[src/design/iiad_ram.sv]
// Generic simple dual-port RAM with a registered read.
`default_nettype none
module iiad_ram #(
  parameter int WIDTH = 8,
  parameter int DEPTH = 16
) (
  input  wire logic                     clk_i,
  input  wire logic                     we_i,
  input  wire logic [$clog2(DEPTH)-1:0] waddr_i,
  input  wire logic [WIDTH-1:0]         wdata_i,
  input  wire logic                     re_i,
  input  wire logic [$clog2(DEPTH)-1:0] raddr_i,
  output logic      [WIDTH-1:0]         rdata_o
);

  logic [WIDTH-1:0] mem_q [DEPTH];

  // Write port.
  always_ff @(posedge clk_i) begin
    if (we_i) begin
      mem_q[waddr_i] <= wdata_i;
    end
  end

  // Registered read port.
  always_ff @(posedge clk_i) begin
    if (re_i) begin
      rdata_o <= mem_q[raddr_i];
    end
  end

endmodule
`default_nettype wire

[config.mk]
export PLATFORM = sky130hd
export DESIGN_NAME = iiad_ram
export DESIGN_NICKNAME = d
export VERILOG_FILES = /design/src/design/iiad_ram.sv
export SDC_FILE = /design/constraint.sdc
export NUM_CORES = 1
export LEC_CHECK = 0
export BUFFER_PORTS_ARGS = -buffer_cell sky130_fd_sc_hd__buf_2
export CORE_UTILIZATION = 36
export DETAILED_ROUTE_END_ITERATION = 6
export HOLD_SLACK_MARGIN = 0.06
export SKIP_CTS_REPAIR_TIMING = 1
export SLEW_MARGIN = 20
export SYNTH_ARGS = -nofsm -noshare
export SYNTH_HDL_FRONTEND = slang
export SYNTH_SLANG_ARGS = --single-unit
[constraint.sdc]
create_clock -name clk_i -period 2.3 [get_ports clk_i]
set_input_delay 0.46 -clock clk_i [delete_from_list [all_inputs] [get_ports clk_i]]
set_output_delay 0.46 -clock clk_i [all_outputs]
set_load 0.05 [all_outputs]
==> Word-level counts from Yosys, hierarchy flattened <==
Memories as Yosys holds them, arrays and structs flattened. A register that Yosys moved wholly into a read port is not among the register bits.
Index checks and enable logic that the tools add are counted.
{ "word_totals": {"input_bits": 19, "word_cells": 3, "register_bits": 0, "n_memories": 1, "out_inout_bits": 8, "ramBits": 128} }
{ "mem_list": {"columns": ["memory", "depth", "width", "rd", "rd_ports_with_merged_regs", "wr", "line_no", "rtl"], "rows": [
  ["mem_q", 16, 8, 1, 1, 1, "16", "logic [WIDTH-1:0] mem_q [DEPTH];"]
]} }
{ "op_classes": {"mux": 2} }
{ "ops": {"columns": ["cell", "n"], "rows": [
  ["$mux 1", 2]
]} }

==> Longest topological paths before layout <==
Gate-level depths: netlist of run 1.
{ "depth": {"depth_word": 2, "depth_mapped": 5} }

==> Least setup slack after synthesis of run 1 <==
Ideal clock, no wire load.
{ "synth_timing": {"path_kind": "input port to flip-flop", "startpoint": "in waddr_i[2]", "endpoint": "mem mem_q[0][0], enable pin", "arrival_time_ns": 1.570, "setup_slack_ns": 0.347, "path_stages": 2, "n_path_buf": 0, "required_time_ns": 1.917, "cell_sequence": "or3b_2 -> nor3_1"} }
{ "synth_lines": {"columns": ["element", "line_no", "rtl"], "rows": [
  ["start: declaration", "9", "input wire logic [$clog2(DEPTH)-1:0] waddr_i,"],
  ["end: declaration", "16", null]
]} }
Straight into the memory's write port.

==> results of run 1 <==
==> final cells by class <==
type | instances | area, sq um
multi-input cells | 83 | 1060
clock buffers | 17 | 425
fillers | 1186 | 7790
repair buffers | 47 | 325
flip-flops and latches | 136 | 4080
well taps | 180 | 225
clock inverters | 15 | 136
==> sequential cells by signal, summed over array words and instances (netlist names) <==
signal	cells
rdata_o	8
mem_q	128
==> metrics by stage <==
| stage | area, sq um | hold slack [ps] | cells |
|---|---|---|---|
| after floorplan | 5230 | 559 | 229 |
| after global placement | 5690 | 742 | 446 |
| after detailed placement | 5690 | 752 | 446 |
| after CTS | 6250 | 408 | 478 |
| after global routing | 6250 | 422 | 478 |
| final | 6250 | 427 | 478 |
==> routing by layer <==
| layer | vias to the layer above | part of all wire | wire length (um) |
|---|---|---|---|
| met2 | 58 | 0.48 | 4520 |
| li1 | 1095 | - | - |
| met3 | 9 | 0.042 | 401 |
| met4 | 0 | 0.013 | 120 |
| met5 | - | 0 | 0 |
| met1 | 1268 | 0.47 | 4420 |
==> cells in the mapped netlist (2+ instances only) <==
master / number
mux4_1: 14
buf_2: 3
mux4_2: 18
clkdlybuf4s25_2: 3
nand2b_1: 2
a22oi_1: 16
nor3_1: 4
edfxtp_1: 136
nand2_1: 9
nor2_1: 13
nand3b_1: 2
buf_6: 3
==> how the worst max path moves through the flow <==
stage / startpoint / endpoint / slack [ps] / depth (start not counted)
global placement: raddr_i[0] / rdata_o[3]$_DFFE_PP_ / 320 / 5
floorplan: waddr_i[2] / mem_q[0][0]$_DFFE_PP_ / 350 / 2
finish: raddr_i[0] / rdata_o[4]$_DFFE_PP_ / 750 / 5
CTS: raddr_i[0] / rdata_o[3]$_DFFE_PP_ / 730 / 5
detailed placement: raddr_i[0] / rdata_o[3]$_DFFE_PP_ / 300 / 5
global route: raddr_i[0] / rdata_o[4]$_DFFE_PP_ / 690 / 5
==> where the power goes <==
part | internal (W) | leakage, nW | total (W) | switching [W]
combinational | 0.000114 | 0.598 | 0.000294 | 0.000180
sequential | 0.00279 | 1.24 | 0.00281 | 0.0000152
clock | 0.00157 | 0.271 | 0.00253 | 0.000956
==> critical path: stages <==
cell and delay, ps:
buf_2 170, buf_12 180, mux4_1 550, a22oi_1 260, nand2_1 70
==> logic make-up (layout without fill, tap and decap cells) <==
| family | after synthesis | after routing | share of synthesized area |
|---|---|---|---|
| muxes | 32 | 32 | 0.148 |
| AOI/OAI and AO/OA | 16 | 16 | 0.0230 |
| and+or+nand+nor | 35 | 35 | 0.0314 |
| DFF | 136 | 136 | 0.781 |
| buffers and inverters | 10 | 79 | 0.0165 |
==> results summary, run 1 <==
The instance count of the mapped netlist came out at 229. The library cells used most frequently in the layout, excluding fill and tap cells, are edfxtp_1, buf_2, mux4_2, buf_4, clkbuf_16. The length in cells of the worst reg-to-reg path is 3. The number of cells on the worst hold path is 1. The critical-path maximum fanout is 13.

The total of flip-flops plus latches after synthesis is around 140. Relative to the synthesized area, the layout overhead comes to 19.6%. The CTS clock-pin slew for the worst setup and hold paths is roughly 50 ps. In this run the worst hold path is classified as input port to register. The count of final hold-check violations is 0. The initial core utilization is 0.372. The die boundary width came out at 123 um.

In this run the critical register-to-register path is launched from mem_q[9][4]$_DFFE_PP_. Setup repair after global routing left no endpoint under its margin. The worst hold path terminates at rdata_o[4]$_DFFE_PP_. The clock latency of the later-clocked register in the worst-skew pair came out at ~400 ps. The share of synthesized registers carrying an async set or reset came out at 0.

For this run, the leading register cell type out of synthesis is edfxtp_1. The static power due to leakage is 2.10 nW. The number of violations reported at the end of detailed-routing iteration 0 came out at 191.

The number of nets in the layout is between 300 and 400. The global-route total usage across every layer came out at 0.143. The number of clock buffers added by TritonCTS is 17. The TritonCTS sink count is 136.

The port buffer count is 26. The row count is 43. The run finished with clean final reports. At the worst endpoint, the required time is around 2500 ps. For met2 alone, demand over resource in global routing was 0.217. Before CTS, the worst setup slack after placement is 300 ps. The maximum ir drop on the vdd rail came out at 421 uV. Derived from the worst setup path, the maximum achievable clock frequency is 0.644 GHz.

The category of the worst setup path launch point is an input port. Dividing the detail-routed via count by the number of cells gives between 5 and 6. At the worst endpoint, the arrival time is 1700 ps.

Leaving out fill and tap cells, the most frequent cell in the layout is edfxtp_1. The total core area is 0.0140 sq mm. The final clock period utilization by the worst path came out at 0.675. The average size of a mapped cell is 22.8 sq um. The startpoint of the lowest-slack hold path is re_i. After layout, the minimum clock period comes to 1550 ps. The final wirelength came out at 9470 um.

The via count of the first global-routing pass is ~2600. For met3 alone, demand over resource in global routing was 0.0376. Of the cells placed in the final design, the portion with a size suffix greater than 1 is 0.319. The number of enable-type register cells in the synthesized netlist is 136. The setup clock skew after layout came out at 2.77 ps. The number of warnings issued by yosys is 0. The leftover overflow at the end of global routing came out at 0.

The H-tree generated during clock tree synthesis spans 4 levels. The power per cell area came out at ~900 mW/mm^2. The endpoint identified for the worst register-to-register timing path is rdata_o[4]$_DFFE_PP_. The post-synthesis cell area came out at 0.00523 sq mm.

The setup path with the least slack is of type input port to register. The largest total area in the synthesized netlist belongs to edfxtp_1. The share of the Yosys chip area taken by registers is 0.781.

The total power draw is 0.00563 W. The first detailed-routing pass ran for 4 iterations. When the netlist entered floorplanning its net count stood at 248.

The largest net degree at the start of global routing is 33. The number of slew-limit violations in the final report came out at 0. In the post-synthesis netlist, the biggest area contributors are edfxtp_1, mux4_2, mux4_1, a22oi_1, nor2_1. The number of nets with antenna violations after routing came out at 0. The number of primary I/O pins is 27.

The DRC violations left is 0. TritonCTS built the clock tree. The share of the core filled with cells came out at 0.445. The sort of element at the end of the critical path is a register. The number of antenna violations at the first check in global routing came to 0. The wire length of the first global-routing pass is 14900 um. Measured along the y axis, the die boundary spans roughly 120 um. Once detailed placement completed, the half-perimeter wirelength came to 6370 um. In this run the most used layer during global routing was met2. The minimum setup slack among reg-to-reg paths is about 850 ps. The met1 usage came out at 0.196. The area enclosed by the die boundary came out at 0.0150 sq mm. The weighted congestion reported at the end of routability-driven placement came out at 0.699.

The number of unique standard cell types used by synthesis came out at 18. The wire length per cell is 19.8 um. The number of antenna diodes came out at 0. No sink is reached through more buffers than the 2 on the longest clock path. The setup slack after layout came out at 747 ps. CTS placed an instance of clkbuf_16 at the clock tree root. The count of maximum capacitance violations came out at 0. The final-report setup violation count is 0. After routing, the total negative slack on setup checks comes to 0 ps.

Measured against its own limit, the worst slew margin works out to 0.564. The total number of vias is between 2000 and 2500. The slew at the pin with the worst max-slew slack came out at 651 ps. The share of synthesized area in the top cell type comes to 0.781.
Note: power is estimated with default switching activity, not from simulation.
==> run 2: changes to the inputs <==
Clock period 2.3 ns to 1.3 ns, I/O delays scaled along.
==> results summary, run 2 (synthesized netlist as in run 1, its figures left out) <==
More flip-flops sit in one register than any other, and that register is mem_q. The register cell area after layout was 0.00408 sq mm (unchanged). The worst-case hold slack came out at 222 ps (-205 ps). The half-perimeter wire length after detailed placement came out at 6720 um (+5.5%). The minimum period implied by the final worst setup slack is 1390 ps. The critical-path maximum fanout came to 1 (-12).

The setup slack after layout is -88.3 ps (-835 ps). The total number of vias came out at 2414 (-0.66%). The checks that failed: negative setup slack.

The type of the setup path with the least slack is register to register. The number of antenna violations at the first check in global routing came out at 0 (unchanged). The count of final hold-check violations was 0 (unchanged).

The maximum number of buffers from clock root to sink was 2 (unchanged). The uppermost layer routed is met4. The maximum ir drop on the vdd rail is 1070 uV (+150%). Clock tree synthesis selected as its root buffer the cell clkbuf_16. The clock tree from TritonCTS is done. The power per cell area came out at 1570 mW/mm^2 (+74%). Of the available clock period, the critical path in the final layout requires 1.07. The number of instances in the placed design came out at 455 (+2.0%).

Traced cell by cell, the critical path runs through mux4_2, a22oi_2, nand2_1. The met2 wire length came out at 5010 um (+11%). The achievable clock frequency came out at between 0.7 and 0.8 GHz. The stage delay of the slowest cell on the critical path came to 490 ps (-60 ps).

The cell at the slowest stage of the critical path is mux4_2. The CTS clock-pin slew for the worst setup and hold paths came out at 50 ps (about the same). The worst setup path is captured at a register. The via count of the first global-routing pass came to 2615 (-0.30%).

STA classifies the critical path startpoint as a register. The layout-stage area growth over the synthesis result came out at 24.2%. The ratio of cells with drive above 1 in the final layout is 0.441 (+0.122). Leaving out fill and tap cells, the most frequent cells in the layout are edfxtp_1, mux4_2, buf_4. The number of buffers inserted during clock tree synthesis is 17 (unchanged). The clock latency of the later-clocked register in the worst-skew pair came to 400 ps (about the same).

The row count came out at 43 (unchanged). The leftover overflow at the end of global routing is 0 (unchanged). The detailed-router iteration count before antenna repair is 4 (unchanged). The wire length per cell is 20.1 um (+1.7%). The initial core utilization was 0.372 (unchanged). The run finished, with violations left. The critical path buffer and inverter count came out at 0 (-2). The routed length on met1 came out at 4390 um (-0.81%).

Setup repair after global routing could not meet its margin everywhere. The setup clock skew after layout came out at 5.69 ps (+2.91 ps). The area enclosed by the die boundary is 0.0150 sq mm (unchanged). The total non-filler cell area in the finished layout came out at 0.00649 sq mm (+3.9%).

The fraction of power spent switching nets came out at 0.196 (-0.00855). The weighted congestion reported at the end of routability-driven placement came to 0.723 (+3.3%). The static power due to leakage is 2.16 nW (+2.8%). The share of the core filled with cells is 0.463 (+0.0172). The height of the die came out at 123 um (unchanged). The final wirelength is 9890 um (+4.5%).

The placed instance area is 0.00582 sq mm (+2.3%). The number of nets with antenna violations after routing is 0 (unchanged). The total power draw came out at 0.0102 W (+81%).

The net switching component of the power came out at 0.00199 W (+73%). The class of the worst hold path is input port to register. The met3 wire length came out at 359 um (-10%).

The relative slew slack is 0.403 (-0.161). The clock network fraction of total power came out at 0.450 (about the same). In the final layout, the registers with the most flip-flops are mem_q x128, rdata_o x8. The critical path data required time came out at 1450 ps (-1000 ps). The wire length of the first global-routing pass is 15100 um (+1.6%). The combined area of the multi-input logic cells was 0.00109 sq mm (+2.7%).

The number of violations reported at the end of detailed-routing iteration 0 is 267 (+40%). The total core area is 0.0140 sq mm (unchanged). The number of primary I/O pins came out at 27 (unchanged). The count of filler cells inserted in the layout came out at 1153 (-2.8%). The TritonCTS sink count came out at 136 (unchanged).

The arrival time of data at the critical path endpoint came out at 1540 ps (-160 ps). Grouping stages by cell kind, the critical path spends the most delay in multiplexers. Leaving out fill and tap cells, the most frequent cell in the layout is edfxtp_1. The number of slew-limit violations in the final report came out at 0 (unchanged). The number of levels the H-tree was split into came out at 4 (unchanged). The die boundary width is 123 um (unchanged). The flip-flop count of the largest register after layout is 128 (unchanged). The sequential fraction of design power came out at 0.489 (-0.010). The port buffer count is 26 (unchanged). The global-route total usage across every layer was 0.147 (+0.00378).

The number of nets in the layout came out at 318 (+4.6%). The detail-routed via count per cell is 4.92 (-3.3%). The slew at the pin with the worst max-slew slack came out at 892 ps (+240 ps). The final-report setup violation count is 8 (+8). The cell-internal power is 0.00819 W (+83%). The non-filler instance count after layout came out at 491 (+2.7%). The relative contribution of combinational cells to total power is 0.062 (+0.010).

The largest net degree at the start of global routing came out at 18 (-45%). The number of antenna diodes came out at 0 (unchanged). The count of maximum capacitance violations came out at 0 (unchanged). The DRC violations left came out at 0 (unchanged).
[run 2: metal layers]
layer  GRT usage  up-vias
li1            -     1107
met1       0.187     1240
met2       0.238       56
met3      0.0353       11
met4      0.0663        0
met5           0        -
[run 2: path summary, 6_finish.rpt]
| path | startpoint | depth (start not counted) | slack (ps) | to |
|---|---|---|---|---|
| setup / recovery | mem_q[3][0]$_DFFE_PP_ | 3 | -90 | rdata_o[0]$_DFFE_PP_ |
| setup reg to reg | mem_q[3][0]$_DFFE_PP_ | 3 | -90 | rdata_o[0]$_DFFE_PP_ |
| hold reg to reg | mem_q[14][4]$_DFFE_PP_ | 3 | 740 | rdata_o[4]$_DFFE_PP_ |
| hold / removal | re_i | 1 | 220 | rdata_o[5]$_DFFE_PP_ |
[run 2: power by group through the flow]
stage,logic (W),clock network (W),registers (W)
2_1_floorplan,0.000276,0,0.00513
5_1_grt,0.000674,0.00482,0.00498
6_report,0.000627,0.00458,0.00497
3_5_place_dp,0.000592,0,0.00506
3_3_place_gp,0.000582,0,0.00506
4_1_cts,0.000594,0.00467,0.00497
[run 2: final cells by class]
cell class | instances | area share
multi-input combinational | 83 | 0.167
sequential | 136 | 0.629
clock inverter | 11 | 0.0202
clock buffer | 20 | 0.0672
tap | 180 | 0.0347
timing repair buffer | 61 | 0.0819
[run 2: worst reg2reg max path: stages (launching register included)]
cell and delay, ps:
edfxtp_1 380, mux4_2 490, a22oi_2 190, nand2_1 80
[run 2: metrics by stage]
stage	setup WS, ps	setup TNS (ps)
final	-88.3	-519
after global routing	-147	-887
after CTS	-156	-1100
after detailed placement	-501	-13550
after global placement	-476	-12130
after floorplan	-160	-1780
==> run 3: changes to the inputs <==
Settings changed: REMOVE_ABC_BUFFERS set to 1.
==> results summary, run 3 (synthesized netlist as in run 1, its figures left out) <==
The number of slew-limit violations in the final report came out at 0 (unchanged). The relative slew slack came out at 0.412 (+0.00889). The critical path buffer and inverter count was 0 (unchanged). The checks that failed: negative setup slack. The global-route total usage across every layer came out at 0.147 (+0.000387). The via count of the first global-routing pass came out at 2597 (-0.69%). The wire length of the first global-routing pass was 15200 um (+0.46%). The number of nets with antenna violations after routing came out at 0 (unchanged). The number of violations reported at the end of detailed-routing iteration 0 is 272 (+1.9%). The ratio of cells with drive above 1 in the final layout came to 0.387 (-0.0538). The maximum number of buffers from clock root to sink is 2 (unchanged).

The largest individual stage delay along the critical path comes from the cell mux4_2. The number of buffers inserted during clock tree synthesis came to 17 (unchanged). The DRC violations left came to 0 (unchanged).

The static power due to leakage came to 2.09 nW (-3.4%). The arrival time of data at the critical path endpoint is 1540 ps (about the same). The slew at the pin with the worst max-slew slack is 878 ps (-13.3 ps).

The minimum period implied by the final worst setup slack is 1390 ps (+2.33 ps). The largest net degree at the start of global routing came to 17 (-1). The critical path data required time came out at 1450 ps (about the same). The layout-stage area growth over the synthesis result is 21.1%. The register containing the most flip-flops in the final layout is mem_q.

The class of the worst hold path is input port to register. The fraction of power spent switching nets came out at 0.203 (+0.00661). The die boundary width is 123 um (unchanged). The number of antenna diodes came out at 0 (unchanged). The clock network fraction of total power is 0.458 (+0.008). The minimum setup slack among reg-to-reg paths came out at -90 ps (about the same). The detailed-router iteration count before antenna repair is 4 (unchanged). Walking the worst path, the cells encountered are mux4_2, a22oi_1, nand2_1. The net switching component of the power came out at 0.00207 W (+4.0%). The setup slack after layout is -90.7 ps (-2.33 ps). The power per cell area is 1620 mW/mm^2 (+3.2%).

The type of the setup path with the least slack is register to register. The count of final hold-check violations came out at 0 (unchanged). The flow ran to the end, but the final reports show violations. The sequential fraction of design power is 0.486 (-0.003). The largest registers in the layout are mem_q x128, rdata_o x8.

The CTS clock-pin slew for the worst setup and hold paths came to 60 ps (about the same). The most frequent standard cell in the layout excluding fill and tap cells is edfxtp_1. The weighted congestion reported at the end of routability-driven placement is 0.704 (-2.5%). The stage delay of the slowest cell on the critical path came out at 470 ps (-20 ps). The buffer type at the clock tree root is clkbuf_16. The achievable clock frequency came to 0.719 GHz (-0.17%). The flip-flop count of the largest register after layout is 128 (unchanged). The top cell family by delay on the critical path is multiplexers. The total number of vias came out at 2496 (+3.4%). The TritonCTS sink count was 136 (unchanged).

The port buffer count came out at 26 (unchanged). The worst setup path is launched from a register. The library cells used most frequently in the layout, excluding fill and tap cells, are edfxtp_1, mux4_2, buf_2. The half-perimeter wire length after detailed placement came out at 6320 um (-6.0%).

The worst-case hold slack is 237 ps (+14.8 ps). The leftover overflow at the end of global routing is 0 (unchanged). The setup clock skew after layout is 6.26 ps (+0.577 ps).

The number of levels the H-tree was split into came out at 4 (unchanged). The area enclosed by the die boundary is 0.0150 sq mm (unchanged). The relative contribution of combinational cells to total power came out at 0.056 (-0.006).

The setup TNS is -547 ps (-28.4 ps). The number of antenna violations at the first check in global routing is 0 (unchanged). The row count came to 43 (unchanged). Setup repair after global routing could not meet its margin everywhere. The maximum ir drop on the vdd rail is 1150 uV (+7.2%).

The final clock period utilization by the worst path is 1.07 (+0.00179). The number of primary I/O pins is 27 (unchanged). The number of nets in the layout was 306 (-3.8%). STA classifies the critical path endpoint as a register. The clock latency of the later-clocked register in the worst-skew pair is 400 ps (about the same). The count of filler cells inserted in the layout came out at 1165 (+1.0%). The critical-path maximum fanout is 1 (unchanged). The initial core utilization came to 0.372 (unchanged).

TritonCTS built the clock tree. The height of the die is 123 um (unchanged). The wire length per cell came to 20.6 um (+2.1%). The total core area came to 0.0140 sq mm (unchanged). The cell-internal power was 0.00817 W (-0.22%).

The final-report setup violation count came to 8 (unchanged). The detail-routed via count per cell is 5.20 (+5.8%). The count of maximum capacitance violations came out at 0 (unchanged). The final wirelength was 9870 um (-0.18%).
-- run 3: worst paths after layout --
kind                                              from  depth (start not counted)              endpoint
worst max-delay path            mem_q[11][7]$_DFFE_PP_                          3  rdata_o[7]$_DFFE_PP_
worst min-delay path                              re_i                          1  rdata_o[5]$_DFFE_PP_
worst max register to register  mem_q[11][7]$_DFFE_PP_                          3  rdata_o[7]$_DFFE_PP_
worst min register to register   mem_q[4][2]$_DFFE_PP_                          3  rdata_o[2]$_DFFE_PP_
-- run 3: area by class of cell --
class | instances | area (sq um) | area share
clock buffer | 18 | 429 | 0.0678
clock inverter | 14 | 156 | 0.0247
multi-input combinational | 83 | 1060 | 0.167
sequential | 136 | 4080 | 0.645
tap | 180 | 225 | 0.0356
timing repair buffer | 49 | 380 | 0.0601
-- run 3: worst reg2reg max path, cell delays in order, from the launching register on --
cell      delay, ps
edfxtp_1        360
mux4_2          470
a22oi_1         220
nand2_1          90
-- run 3: metal layers --
| metal | up-vias | wire length (um) | GRT usage | part of all wire |
|---|---|---|---|---|
| li1 | 1089 | - | - | - |
| met3 | 12 | 565 | 0.0390 | 0.057 |
| met5 | - | 0 | 0 | 0 |
| met4 | 0 | 85 | 0.0572 | 0.0086 |
| met1 | 1308 | 4580 | 0.211 | 0.46 |
| met2 | 87 | 4640 | 0.214 | 0.47 |
-- run 3: power groups by stage --
stage / clock network (W) / registers [W] / logic (W)
final: 0.00469 / 0.00497 / 0.000576
after global routing: 0.00495 / 0.00498 / 0.000622
after CTS: 0.00477 / 0.00497 / 0.000545
after detailed placement: 0 / 0.00506 / 0.000544
after global placement: 0 / 0.00506 / 0.000537
after floorplan: 0 / 0.00513 / 0.000197
-- run 3: through the flow --
step	setup slack (ps)	area, sq um	instances	power (W)	utilization
floorplan	-453	5140	219	0.00532	-
global placement	-542	5720	448	0.00559	0.407
finish	-90.7	6330	480	0.0102	0.451
global route	-153	6330	480	0.0106	0.451
detailed placement	-561	5720	448	0.00560	0.407
CTS	-239	6300	480	0.0103	0.449
